==> src/design/nearest_upsample_scatter_defines.svh <==
// Assertion helpers used by the datapath.
`ifndef NEAREST_UPSAMPLE_SCATTER_DEFINES_SVH
`define NEAREST_UPSAMPLE_SCATTER_DEFINES_SVH

// Same-cycle implication, checked outside reset
`define NUS_ASSERT_IMPL(lbl, ante, cons) \
    lbl: assert property (@(posedge i_clk) disable iff (!i_rst_n) (ante) |-> (cons)) \
        else $error("assertion failed in %m");

// Next-cycle implication, checked outside reset
`define NUS_ASSERT_NEXT(lbl, ante, cons) \
    lbl: assert property (@(posedge i_clk) disable iff (!i_rst_n) (ante) |=> (cons)) \
        else $error("assertion failed in %m");

`endif

==> src/design/nus_pkg.sv <==
package nus_pkg;

    // Fixed field and counter widths
    localparam int unsigned PIX_W    = 32;
    localparam int unsigned OADDR_W  = 32;
    localparam int unsigned CNT_W    = 12;
    localparam int unsigned CFG_W    = 13;
    localparam int unsigned STR_W    = 4;
    localparam int unsigned APB_A_W  = 4;
    localparam int unsigned APB_D_W  = 32;

    // Register map (word index)
    localparam logic [1:0] REG_STRIDE = 2'd0;
    localparam logic [1:0] REG_WIDTH  = 2'd1;
    localparam logic [1:0] REG_HEIGHT = 2'd2;

    // Register reset values and fixed height limit
    localparam logic [STR_W-1:0] STRIDE_RST   = 4'd2;
    localparam logic [CFG_W-1:0] WIDTH_RST    = 13'd16;
    localparam logic [CFG_W-1:0] HEIGHT_RST   = 13'd16;
    localparam logic [CFG_W-1:0] HEIGHT_LIMIT = 13'd4096;

    typedef struct packed {
        logic [PIX_W-1:0] pixel;
        logic             first;
    } t_in_item;

    typedef struct packed {
        logic [OADDR_W-1:0] out_addr;
        logic [PIX_W-1:0]   out_pixel;
        logic               last;
    } t_out_item;

    // Controller to datapath
    typedef struct packed {
        logic load;
        logic mul1;
        logic mul2;
        logic base;
        logic emit;
        logic advance;
    } t_cmd;

    // Datapath to controller
    typedef struct packed {
        logic out_free;
        logic last_copy;
    } t_sts;

endpackage

==> src/design/nus_regs.sv <==
module nus_regs import nus_pkg::*; #(
    parameter int unsigned MAX_STRIDE = 8,
    parameter int unsigned MAX_WIDTH  = 4096,
    parameter int unsigned SW         = 4,
    parameter int unsigned WW         = 13
) (
    input  logic               i_clk,
    input  logic               i_rst_n,
    input  logic               psel,
    input  logic               penable,
    input  logic               pwrite,
    input  logic [APB_A_W-1:0] paddr,
    input  logic [APB_D_W-1:0] pwdata,
    output logic [APB_D_W-1:0] prdata,
    output logic               pready,
    output logic [SW-1:0]      o_stride,
    output logic [WW-1:0]      o_width,
    output logic [CFG_W-1:0]   o_height
);

    logic [STR_W-1:0] r_stride;
    logic [CFG_W-1:0] r_width;
    logic [CFG_W-1:0] r_height;
    logic [1:0]       idx;
    logic             wr_en;

    assign idx    = paddr[3:2];
    assign wr_en  = psel && penable && pwrite;
    assign pready = 1'b1;

    // Register writes
    always_ff @(posedge i_clk) begin
        if (!i_rst_n) begin
            r_stride <= STRIDE_RST;
            r_width  <= WIDTH_RST;
            r_height <= HEIGHT_RST;
        end else if (wr_en) begin
            if (idx == REG_STRIDE) r_stride <= pwdata[STR_W-1:0];
            if (idx == REG_WIDTH)  r_width  <= pwdata[CFG_W-1:0];
            if (idx == REG_HEIGHT) r_height <= pwdata[CFG_W-1:0];
        end
    end

    // Read mux
    always_comb begin
        unique case (idx)
            REG_STRIDE: prdata = APB_D_W'(r_stride);
            REG_WIDTH:  prdata = APB_D_W'(r_width);
            REG_HEIGHT: prdata = APB_D_W'(r_height);
            default:    prdata = '0;
        endcase
    end

    // Effective geometry: zero acts as one, large values saturate
    always_comb begin
        if (r_stride == '0)
            o_stride = SW'(1);
        else if (32'(r_stride) > MAX_STRIDE)
            o_stride = SW'(MAX_STRIDE);
        else
            o_stride = SW'(r_stride);

        if (r_width == '0)
            o_width = WW'(1);
        else if (32'(r_width) > MAX_WIDTH)
            o_width = WW'(MAX_WIDTH);
        else
            o_width = WW'(r_width);

        if (r_height == '0)
            o_height = CFG_W'(1);
        else if (r_height > HEIGHT_LIMIT)
            o_height = HEIGHT_LIMIT;
        else
            o_height = r_height;
    end

endmodule

==> src/design/nus_ctrl.sv <==
module nus_ctrl import nus_pkg::*; (
    input  logic i_clk,
    input  logic i_rst_n,
    input  logic i_in_valid,
    output logic o_in_stall,
    input  t_sts i_sts,
    output t_cmd o_cmd
);

    localparam logic [2:0] ST_IDLE = 3'd0;
    localparam logic [2:0] ST_MUL1 = 3'd1;
    localparam logic [2:0] ST_MUL2 = 3'd2;
    localparam logic [2:0] ST_BASE = 3'd3;
    localparam logic [2:0] ST_EMIT = 3'd4;

    logic [2:0] r_state;
    logic [2:0] n_state;

    assign o_in_stall = (r_state != ST_IDLE);

    // Commands
    always_comb begin
        o_cmd         = '0;
        o_cmd.load    = (r_state == ST_IDLE) && i_in_valid;
        o_cmd.mul1    = (r_state == ST_MUL1);
        o_cmd.mul2    = (r_state == ST_MUL2);
        o_cmd.base    = (r_state == ST_BASE);
        o_cmd.emit    = (r_state == ST_EMIT) && i_sts.out_free;
        o_cmd.advance = o_cmd.emit && i_sts.last_copy;
    end

    // Next state
    always_comb begin
        n_state = r_state;
        unique case (r_state)
            ST_IDLE: if (i_in_valid) n_state = ST_MUL1;
            ST_MUL1: n_state = ST_MUL2;
            ST_MUL2: n_state = ST_BASE;
            ST_BASE: n_state = ST_EMIT;
            ST_EMIT: if (i_sts.out_free && i_sts.last_copy) n_state = ST_IDLE;
            default: n_state = ST_IDLE;
        endcase
    end

    always_ff @(posedge i_clk) begin
        if (!i_rst_n) begin
            r_state <= ST_IDLE;
        end else begin
            r_state <= n_state;
        end
    end

endmodule

==> src/design/nus_dpath.sv <==
`include "nearest_upsample_scatter_defines.svh"

module nus_dpath import nus_pkg::*; #(
    parameter int unsigned SW = 4,
    parameter int unsigned WW = 13,
    parameter int unsigned AW = 32
) (
    input  logic             i_clk,
    input  logic             i_rst_n,
    input  t_cmd             i_cmd,
    output t_sts             o_sts,
    input  t_in_item         i_in,
    input  logic [SW-1:0]    i_s,
    input  logic [WW-1:0]    i_w,
    input  logic [CFG_W-1:0] i_h,
    input  logic             i_out_stall,
    output logic             o_out_valid,
    output t_out_item        o_out
);

    localparam int unsigned RSW = CNT_W + SW;
    localparam int unsigned OWW = WW + SW;
    localparam int unsigned HSW = CFG_W + SW;
    localparam int unsigned PW1 = RSW + OWW;
    localparam int unsigned PW2 = OWW + HSW;

    // Position state
    logic [CNT_W-1:0] r_col, r_row;
    logic [CNT_W-1:0] n_col, n_row;
    logic [AW-1:0]    r_plane, n_plane;
    logic [CNT_W-1:0] col_inc, row_inc;

    // Per-item working registers
    logic [PIX_W-1:0] r_pixel;
    logic [RSW-1:0]   r_rs, r_cs;
    logic [OWW-1:0]   r_outw;
    logic [HSW-1:0]   r_hs;
    logic [AW-1:0]    r_rowoff, r_pstep;
    logic [AW-1:0]    r_row_addr, r_addr;
    logic [SW-1:0]    r_i, r_j;
    logic             row_end, last_copy;

    // Output register
    logic             r_out_valid;
    t_out_item        r_out;

    assign row_end   = (r_j == i_s - SW'(1));
    assign last_copy = row_end && (r_i == i_s - SW'(1));

    assign o_sts.out_free  = !r_out_valid || !i_out_stall;
    assign o_sts.last_copy = last_copy;
    assign o_out_valid     = r_out_valid;
    assign o_out           = r_out;

    // Column / row / plane: cleared on a first pixel, advanced after the last copy
    always_comb begin
        col_inc = r_col + CNT_W'(1);
        row_inc = r_row + CNT_W'(1);
        n_col   = r_col;
        n_row   = r_row;
        n_plane = r_plane;
        if (i_cmd.load && i_in.first) begin
            n_col   = '0;
            n_row   = '0;
            n_plane = '0;
        end else if (i_cmd.advance) begin
            n_col = col_inc;
            if (32'(col_inc) >= 32'(i_w) || col_inc == '0) begin
                n_col = '0;
                n_row = row_inc;
                if (32'(row_inc) >= 32'(i_h) || row_inc == '0) begin
                    n_row   = '0;
                    n_plane = r_plane + r_pstep;
                end
            end
        end
    end

    always_ff @(posedge i_clk) begin
        if (!i_rst_n) begin
            r_col   <= '0;
            r_row   <= '0;
            r_plane <= '0;
        end else begin
            r_col   <= n_col;
            r_row   <= n_row;
            r_plane <= n_plane;
        end
    end

    // Address setup: products, then the second products, then the run base; addresses then step per emitted copy
    always_ff @(posedge i_clk) begin
        if (i_cmd.load) begin
            r_pixel <= i_in.pixel;
        end
        if (i_cmd.mul1) begin
            r_rs   <= RSW'(r_row) * RSW'(i_s);
            r_cs   <= RSW'(r_col) * RSW'(i_s);
            r_outw <= OWW'(i_w) * OWW'(i_s);
            r_hs   <= HSW'(i_h) * HSW'(i_s);
        end
        if (i_cmd.mul2) begin
            r_rowoff <= AW'(PW1'(r_rs) * PW1'(r_outw));
            r_pstep  <= AW'(PW2'(r_outw) * PW2'(r_hs));
        end
        if (i_cmd.base) begin
            r_row_addr <= r_plane + r_rowoff + AW'(r_cs);
            r_addr     <= r_plane + r_rowoff + AW'(r_cs);
            r_i        <= '0;
            r_j        <= '0;
        end else if (i_cmd.emit) begin
            if (row_end) begin
                r_j        <= '0;
                r_i        <= r_i + SW'(1);
                r_row_addr <= r_row_addr + AW'(r_outw);
                r_addr     <= r_row_addr + AW'(r_outw);
            end else begin
                r_j    <= r_j + SW'(1);
                r_addr <= r_addr + AW'(1);
            end
        end
    end

    // Output transaction register
    always_ff @(posedge i_clk) begin
        if (!i_rst_n) begin
            r_out_valid <= 1'b0;
        end else if (i_cmd.emit) begin
            r_out_valid <= 1'b1;
        end else if (!i_out_stall) begin
            r_out_valid <= 1'b0;
        end
    end

    always_ff @(posedge i_clk) begin
        if (i_cmd.emit) begin
            r_out.out_addr  <= OADDR_W'(r_addr);
            r_out.out_pixel <= r_pixel;
            r_out.last      <= last_copy;
        end
    end

    // Checks
    `NUS_ASSERT_IMPL(a_emit_slot_free, i_cmd.emit, !r_out_valid || !i_out_stall)
    `NUS_ASSERT_NEXT(a_first_clears, i_cmd.load && i_in.first, {r_col, r_row, r_plane} == '0)
    `NUS_ASSERT_IMPL(a_copy_in_range, i_cmd.emit, r_i < i_s && r_j < i_s)

endmodule

==> src/design/nearest_upsample_scatter.sv <==
// Each pixel passes three address setup steps (MUL1, MUL2, BASE) before its stride*stride
// copies are emitted, and a new input pixel is taken only once the last copy of the previous
// one is out. Copies leave the output register at one output word per cycle while not stalled.
// Reset (synchronous, active low): column, row and plane base go to zero,
// stride to 2, width and height to 16; the output register is emptied.
module nearest_upsample_scatter import nus_pkg::*; #(
    parameter int unsigned MAX_STRIDE = 8,
    parameter int unsigned MAX_WIDTH  = 4096,
    parameter int unsigned ADDR_BITS  = 32
) (
    input  logic               i_clk,
    input  logic               i_rst_n,
    input  logic               i_in_valid,
    output logic               o_in_stall,
    input  t_in_item           i_in,
    output logic               o_out_valid,
    input  logic               i_out_stall,
    output t_out_item          o_out,
    input  logic               psel,
    input  logic               penable,
    input  logic               pwrite,
    input  logic [APB_A_W-1:0] paddr,
    input  logic [APB_D_W-1:0] pwdata,
    output logic [APB_D_W-1:0] prdata,
    output logic               pready
);

    localparam int unsigned SW = $clog2(MAX_STRIDE + 1);
    localparam int unsigned WW = $clog2(MAX_WIDTH + 1);

    logic [SW-1:0]    eff_s;
    logic [WW-1:0]    eff_w;
    logic [CFG_W-1:0] eff_h;
    t_cmd             cmd;
    t_sts             sts;

    nus_regs #(
        .MAX_STRIDE (MAX_STRIDE),
        .MAX_WIDTH  (MAX_WIDTH),
        .SW         (SW),
        .WW         (WW)
    ) u_regs (
        .i_clk    (i_clk),
        .i_rst_n  (i_rst_n),
        .psel     (psel),
        .penable  (penable),
        .pwrite   (pwrite),
        .paddr    (paddr),
        .pwdata   (pwdata),
        .prdata   (prdata),
        .pready   (pready),
        .o_stride (eff_s),
        .o_width  (eff_w),
        .o_height (eff_h)
    );

    nus_ctrl u_ctrl (
        .i_clk      (i_clk),
        .i_rst_n    (i_rst_n),
        .i_in_valid (i_in_valid),
        .o_in_stall (o_in_stall),
        .i_sts      (sts),
        .o_cmd      (cmd)
    );

    nus_dpath #(
        .SW (SW),
        .WW (WW),
        .AW (ADDR_BITS)
    ) u_dpath (
        .i_clk       (i_clk),
        .i_rst_n     (i_rst_n),
        .i_cmd       (cmd),
        .o_sts       (sts),
        .i_in        (i_in),
        .i_s         (eff_s),
        .i_w         (eff_w),
        .i_h         (eff_h),
        .i_out_stall (i_out_stall),
        .o_out_valid (o_out_valid),
        .o_out       (o_out)
    );

endmodule

==> config.mk <==
export PLATFORM = sky130hd
export DESIGN_NAME = nearest_upsample_scatter
export DESIGN_NICKNAME = d
export VERILOG_FILES = /design/src/design/nus_pkg.sv /design/src/design/nus_regs.sv /design/src/design/nus_ctrl.sv /design/src/design/nus_dpath.sv /design/src/design/nearest_upsample_scatter.sv
export VERILOG_INCLUDE_DIRS = /design/src /design/src/design
export SDC_FILE = /design/constraint.sdc
export NUM_CORES = 2
export LEC_CHECK = 0
export ABC_AREA = 1
export BUFFER_PORTS_ARGS = -buffer_cell sky130_fd_sc_hd__buf_2
export CELL_PAD_IN_SITES_DETAIL_PLACEMENT = 1
export CELL_PAD_IN_SITES_GLOBAL_PLACEMENT = 1
export CORE_ASPECT_RATIO = 0.7
export CORE_MARGIN = 2
export CORE_UTILIZATION = 44
export DETAILED_ROUTE_END_ITERATION = 12
export GPL_TIMING_DRIVEN = 0
export PLACE_DENSITY = 0.84
export SYNTH_ARGS = -nofsm -noshare
export SYNTH_HDL_FRONTEND = slang
export SYNTH_SLANG_ARGS = --single-unit
==> constraint.sdc <==
create_clock -name i_clk -period 5.75 [get_ports i_clk]
set_input_delay 0.2875 -clock i_clk [delete_from_list [all_inputs] [get_ports i_clk]]
set_output_delay 0.2875 -clock i_clk [all_outputs]
set_load 0.005 [all_outputs]
# [Word-level counts from Yosys, hierarchy flattened]
# Cells that the tools add are included.
# Widths: inputs -> output; s select.
[classes] multipliers=6 addsub=10 eq_ne=11 mux=21 magnitude_cmp=5 reduce_logical=32 n_bitwise=1
[op_table] operator="$mux 32" n=6
[op_table] operator="$add 32x32->32" n=2
[op_table] operator="$mux 13" n=4
[op_table] operator="$pmux 13 s3" n=1
[op_table] operator="$mul 13x4->17" n=2
[op_table] operator="$add 32x1->32 const B" n=1
[op_table] operator="$add 32x16->32" n=1
[op_table] operator="$add 32x17->32" n=1
[op_table] operator="$mul 12x4->16" n=2
[op_table] operator="$mul 16x17->32" n=1
[op_table] operator="$mul 17x17->32" n=1
[op_table] operator="$ge 12x13->1" n=2
[op_table] operator="$gt 13x13->1 const B" n=2
[op_table] operator="$logic_not 13->1" n=2
[op_table] operator="$add 12x1->12 const B" n=2
[op_table] operator="$logic_not 12->1" n=2
[op_table] operator="$mux 12" n=2
[op_table] operator="$pmux 3 s5" n=1
[op_table] operator="$reduce_and 2->1" n=7
[op_table] operator="$mux 4" n=3
[op_table] operator="$add 4x1->4 const B" n=2
[op_table] operator="$eq 4x4->1" n=2
[op_table] operator="$logic_and 1x1->1" n=8
[op_table] operator="$eq 3x2->1 const B" n=2
[op_table] operator="other kinds (20)" n=27
[totals] ff_bits=389 out_inout_bits=100

# [Longest topological paths before layout]
[logic_depth] ltp_word=9 depth_mapped=27 mapped_depth_nobuf=25

# [Modules after synthesis]
# From an unflattened synthesis, not the netlist that was laid out.
[unflattened] cells_unflattened=5988 area_unflattened_um2=46851.2
[modules_own_cells] module="nus_dpath" seq_area_each_um2=10039.6 cells_per_inst=5698 instances=1 area_per_inst_um2=44825.5
[modules_own_cells] module="nus_regs" seq_area_each_um2=600.6 cells_per_inst=262 instances=1 area_per_inst_um2=1859.3
[modules_own_cells] module="nus_ctrl" seq_area_each_um2=60.1 cells_per_inst=28 instances=1 area_per_inst_um2=166.4

# [Least setup slack after synthesis]
# No wires, ideal clock.
[synth_timing] path_kind="register -> register" start="register u_dpath.r_hs[8]" end="register u_dpath.r_pstep[30] (data pin)" arrival_ns=5.408 stages_incl_launch_ff=25 path_slack_ns=0.090 required_ns=5.498 setup_ns=0.252 path_buffers=2 path_cell_list="edfxtp_1 > clkbuf_1 > clkbuf_1 > nand2_1 > fa_1 > inv_1 > fa_1 > inv_1 > fa_1 > inv_1 > fa_1 > fa_1 > inv_1 > fa_1 > inv_1 > ha_1 > a21oi_1 > o21ai_0 > a21oi_1 > o21ai_0 > a21oi_1 > inv_1 > a21o_1 > nand2_1 > nand2_1"
[synth_via] elab_chain_len=1
[synth_rtl] element="start, declared" line_no="nus_dpath.sv:37" source="logic [HSW-1:0] r_hs;"
[synth_rtl] element="start signal, assigned" line_no="nus_dpath.sv:100" source="r_hs <= HSW'(i_h) * HSW'(i_s);"
[synth_rtl] element="$mul 17x17->32" line_no="nus_dpath.sv:104" source="r_pstep <= AW'(PW2'(r_outw) * PW2'(r_hs));"
[synth_rtl] element="end signal, assigned" line_no="nus_dpath.sv:104"
[synth_rtl] element="end, declared" line_no="nus_dpath.sv:38" source="logic [AW-1:0] r_rowoff, r_pstep;"
# No other way between the ends.
# A chain may end at the register's enable or synchronous reset.

# [Worst setup path after layout]
[layout_timing] start="register u_dpath.r_outw[10]" end="register u_dpath.r_rowoff[19] (data pin)"
[layout_via] elab_chain_len=1
[layout_rtl] element="start, declared" line_no="nus_dpath.sv:36" source="logic [OWW-1:0] r_outw;"
[layout_rtl] element="start signal, assigned" line_no="nus_dpath.sv:99" source="r_outw <= OWW'(i_w) * OWW'(i_s);"
[layout_rtl] element="$mul 16x17->32" line_no="nus_dpath.sv:103" source="r_rowoff <= AW'(PW1'(r_rs) * PW1'(r_outw));"
[layout_rtl] element="end signal, assigned" line_no="nus_dpath.sv:103"
[layout_rtl] element="end, declared" line_no="nus_dpath.sv:38"
# No other way between the ends.

==> run_results.csv <==
group,metric,value,unit
die,core,104100,µm²
worst_setup_path,r2r_end,"u_dpath.r_rowoff[19]",
timing,max_slew_margin,-0.6859,%
routing,first_pass_iters,9,
routing,dr_wl_met2,86380,µm
die,io_pins,176,
routing,antenna_left,0,
synthesis,synthDistinctLibCells,52,
grt,grt_pass1_vias,46710,
synthesis,ys.flop_type,"edfxtp_1",
worst_setup_path,crit_fanout,8,
finish,area_delta_synth_final,17.11,%
place,detailed_place_hpwl,140900,µm
min_path,min_path_cells,3,
flow_run,cap_violations,1,
synthesis,yosysTopAreaCellShare,23.15,%
clock_tree,cts_max_level,2,
die,die_area,107400,µm²
timing,worst_pin_slew,1.499,ns
timing,hold_viol,0,
timing,timing.final.ws_setup,-1.160,ns
grt,grt_use_total,36.16,%
clock_tree,clk_latency,0.63,ns
worst_setup_path,rr_startpoint,"u_dpath.r_outw[10]",
synthesis,syn_area_per_cell,7.931,µm²
worst_setup_path,r2r_slack,-1.16,ns
worst_setup_path,startpoint_type,"flip-flop",
routing,met1_length,80180,µm
routing,route.vias.total,45320,
timing,fin_crit,6.910,ns
status,status,"complete, but fails checks",
synthesis,synthTopCellsByArea,"fa_1 (23%), edfxtp_1 (19%), nand2_1 (12%)",
place,post-place-cells,7334,
synthesis,syn_inst,5811,
synthesis,synth_common_cells,"nand2_1 (1449), inv_1 (1259), fa_1 (533), ha_1 (403), nor2_1 (363)",
clock_tree,cts.sink_count,389,
synthesis,syn_area,46090,µm²
clock_tree,tritoncts,"yes",
synthesis,yosysTopAreaCell,"fa_1",
finish,fin_cells,7578,
grt,grt_pass1_wl,292000,µm
timing,tns,-27.29,ns
timing,fin_crit_sh,120.2,%
synthesis,synthArstFlopShare,0,%
routing,finalWirelength,209500,µm
grt,grt_max_degree,37,
clock_tree,cts.path.max_buffers,3,
synthesis,synth.yosys.seq_area_share,23.22,%
place,globalplace.congestion,0.9806,
synthesis,yosysMostFrequentCell,"nand2_1",
routing,drt-vias-per-instance,5.980,
worst_setup_path,critPathArrivalTime,7.26,ns
synthesis,synth_edf_count,291,
grt,grt_overflow,0,
clock_tree,numCtsBuffers,41,
finish,final_nets,7186,
synthesis,synth-seq-cells,389,
worst_setup_path,critPathRequiredTime,6.10,ns
grt,antenna_found_initial,15,
clock_tree,cts-root-buf,"clkbuf_16",
worst_setup_path,crit_start,"u_dpath.r_outw[10]",
place,io_buffers,134,
finish,drive_above_1_share,13.13,%
worst_setup_path,crit_path_end_kind,"flip-flop",
status,failed_checks,"capacitance limit, slew limit, setup timing",
die,die_w,390.8,µm
timing,clock_skew,0.04630,ns
die,start_util,44.29,%
place,postPlaceCellArea,48670,µm²
timing,fmax,144.7,MHz
min_path,min_to,"u_regs.r_width[2]",
die,die_h,274.8,µm
min_path,hold_path.class,"input pin to flip-flop",
routing,drtIter0Drc,5552,
place,place_ws,-1.743,ns
worst_setup_path,critPathKind,"flip-flop to flip-flop",
clock_tree,path_clk_slew,0.09,ns
timing,drv_slew,1,
routing,top_layer,"met5",
worst_setup_path,reg2regPathDepth,19,
routing,detail_route.wl_per_cell,27.65,µm
timing,setup_viol_count_final,42,
die,std_cell_rows,99,
routing,drc,0,
finish,final_area,53970,µm²
min_path,hold_start,"pwdata[2]",
finish,fillers,12510,
synthesis,yosys_warnings,0,
timing,rsz0062_at_grt,"true",
routing,dr_wl_met3,27660,µm
[metal layers]
| metal | global-route usage, % | up-vias |
|---|---|---|
| li1 | - | 18610 |
| met1 | 47.35 | 22380 |
| met2 | 54.11 | 3266 |
| met3 | 11.62 | 1050 |
| met4 | 17.63 | 16 |
| met5 | 0 | - |
[area by class of cell]
type | instances | area, µm² | area share, %
Timing Repair Buffer | 341 | 2623 | 4.859
Inverter | 1267 | 4761 | 8.821
Clock inverter | 25 | 251.5 | 0.4659
Sequential cell | 389 | 10700 | 19.82
Antenna cell | 8 | 20.02 | 0.03709
Clock buffer | 51 | 1116 | 2.068
Tap cell | 1363 | 1705 | 3.160
Multi-Input combinational cell | 3950 | 31210 | 57.82
Buffer | 184 | 1589 | 2.944
[cell usage in the layout, fill, tap and decap left out, types with 162 or more instances in the layout]
cell type,count
a21oi_1,266
o21ai_0,175
nand2_1,1384
buf_4,162
inv_1,1216
edfxtp_1,291
nand3_1,187
ha_1,374
fa_1,502
nor2_1,342
[logic make-up (layout without fill, tap and decap cells)]
family / after synthesis / in the layout / share of synthesized area [%]
simple gates: 2214 / 2214 / 19.66
buf+inv: 1490 / 1868 / 12.46
compound gates: 604 / 604 / 7.208
xor+xnor: 176 / 176 / 3.345
other cells: 2 / 28 / 0.01630
flops: 389 / 389 / 23.22
fa+ha+maj: 936 / 936 / 34.09
[state kept, by name (all words and copies together), names as in the netlist, 17 cells and up]
register,flops
u_dpath.r_hs,17
u_dpath.r_pstep,32
u_dpath.r_addr,32
u_dpath.o_out,65
u_dpath.r_rowoff,32
u_dpath.r_pixel,32
u_dpath.r_plane,32
u_dpath.r_outw,17
u_dpath.r_row_addr,32
[per-stage QoR]
step | hold slack [ns] | util (%)
floorplan | 0.3864 | -
global placement | 0.4001 | 46.64
detailed placement | 0.4052 | 46.78
CTS | 0.0004461 | 51.00
global route | 0.04041 | 51.86
finish | 0.01910 | 51.87
[timing repair]
action / CTS / global route
gates cloned: 1 / 0
setup endpoints to repair: 45 / 38
pin swaps: 99 / 93
buffers inserted: 111 / 49
hold buffers: 39 / 0
endpoints found under the hold margin: 41 / 0
resized for setup: 453 / 186
[worst max-delay path, stage by stage (launching register included)]
cell,delay [ns]
edfxtp_1,0.82
buf_8,0.22
buf_4,0.27
nand2_1,0.14
fa_1,0.57
fa_2,0.60
fa_1,0.43
fa_1,0.51
inv_2,0.05
fa_2,0.70
fa_2,0.64
ha_4,0.40
buf_6,0.12
nand2_2,0.05
nor2_2,0.08
nand2_1,0.09
nand2_4,0.12
inv_4,0.06
o21ai_2,0.18
xor2_2,0.56
[how the worst max path moves through the flow]
stage / cells after the start / to
floorplan: 24 / u_dpath.r_pstep[30]
global placement: 20 / u_dpath.r_rowoff[28]
detailed placement: 19 / u_dpath.r_pstep[25]
CTS: 23 / u_dpath.r_rowoff[28]
global route: 17 / u_dpath.r_rowoff[24]
finish: 19 / u_dpath.r_rowoff[19]
Power is not shown: default switching activity piles up to over one toggle a cycle in this logic, so the estimate is an artifact.
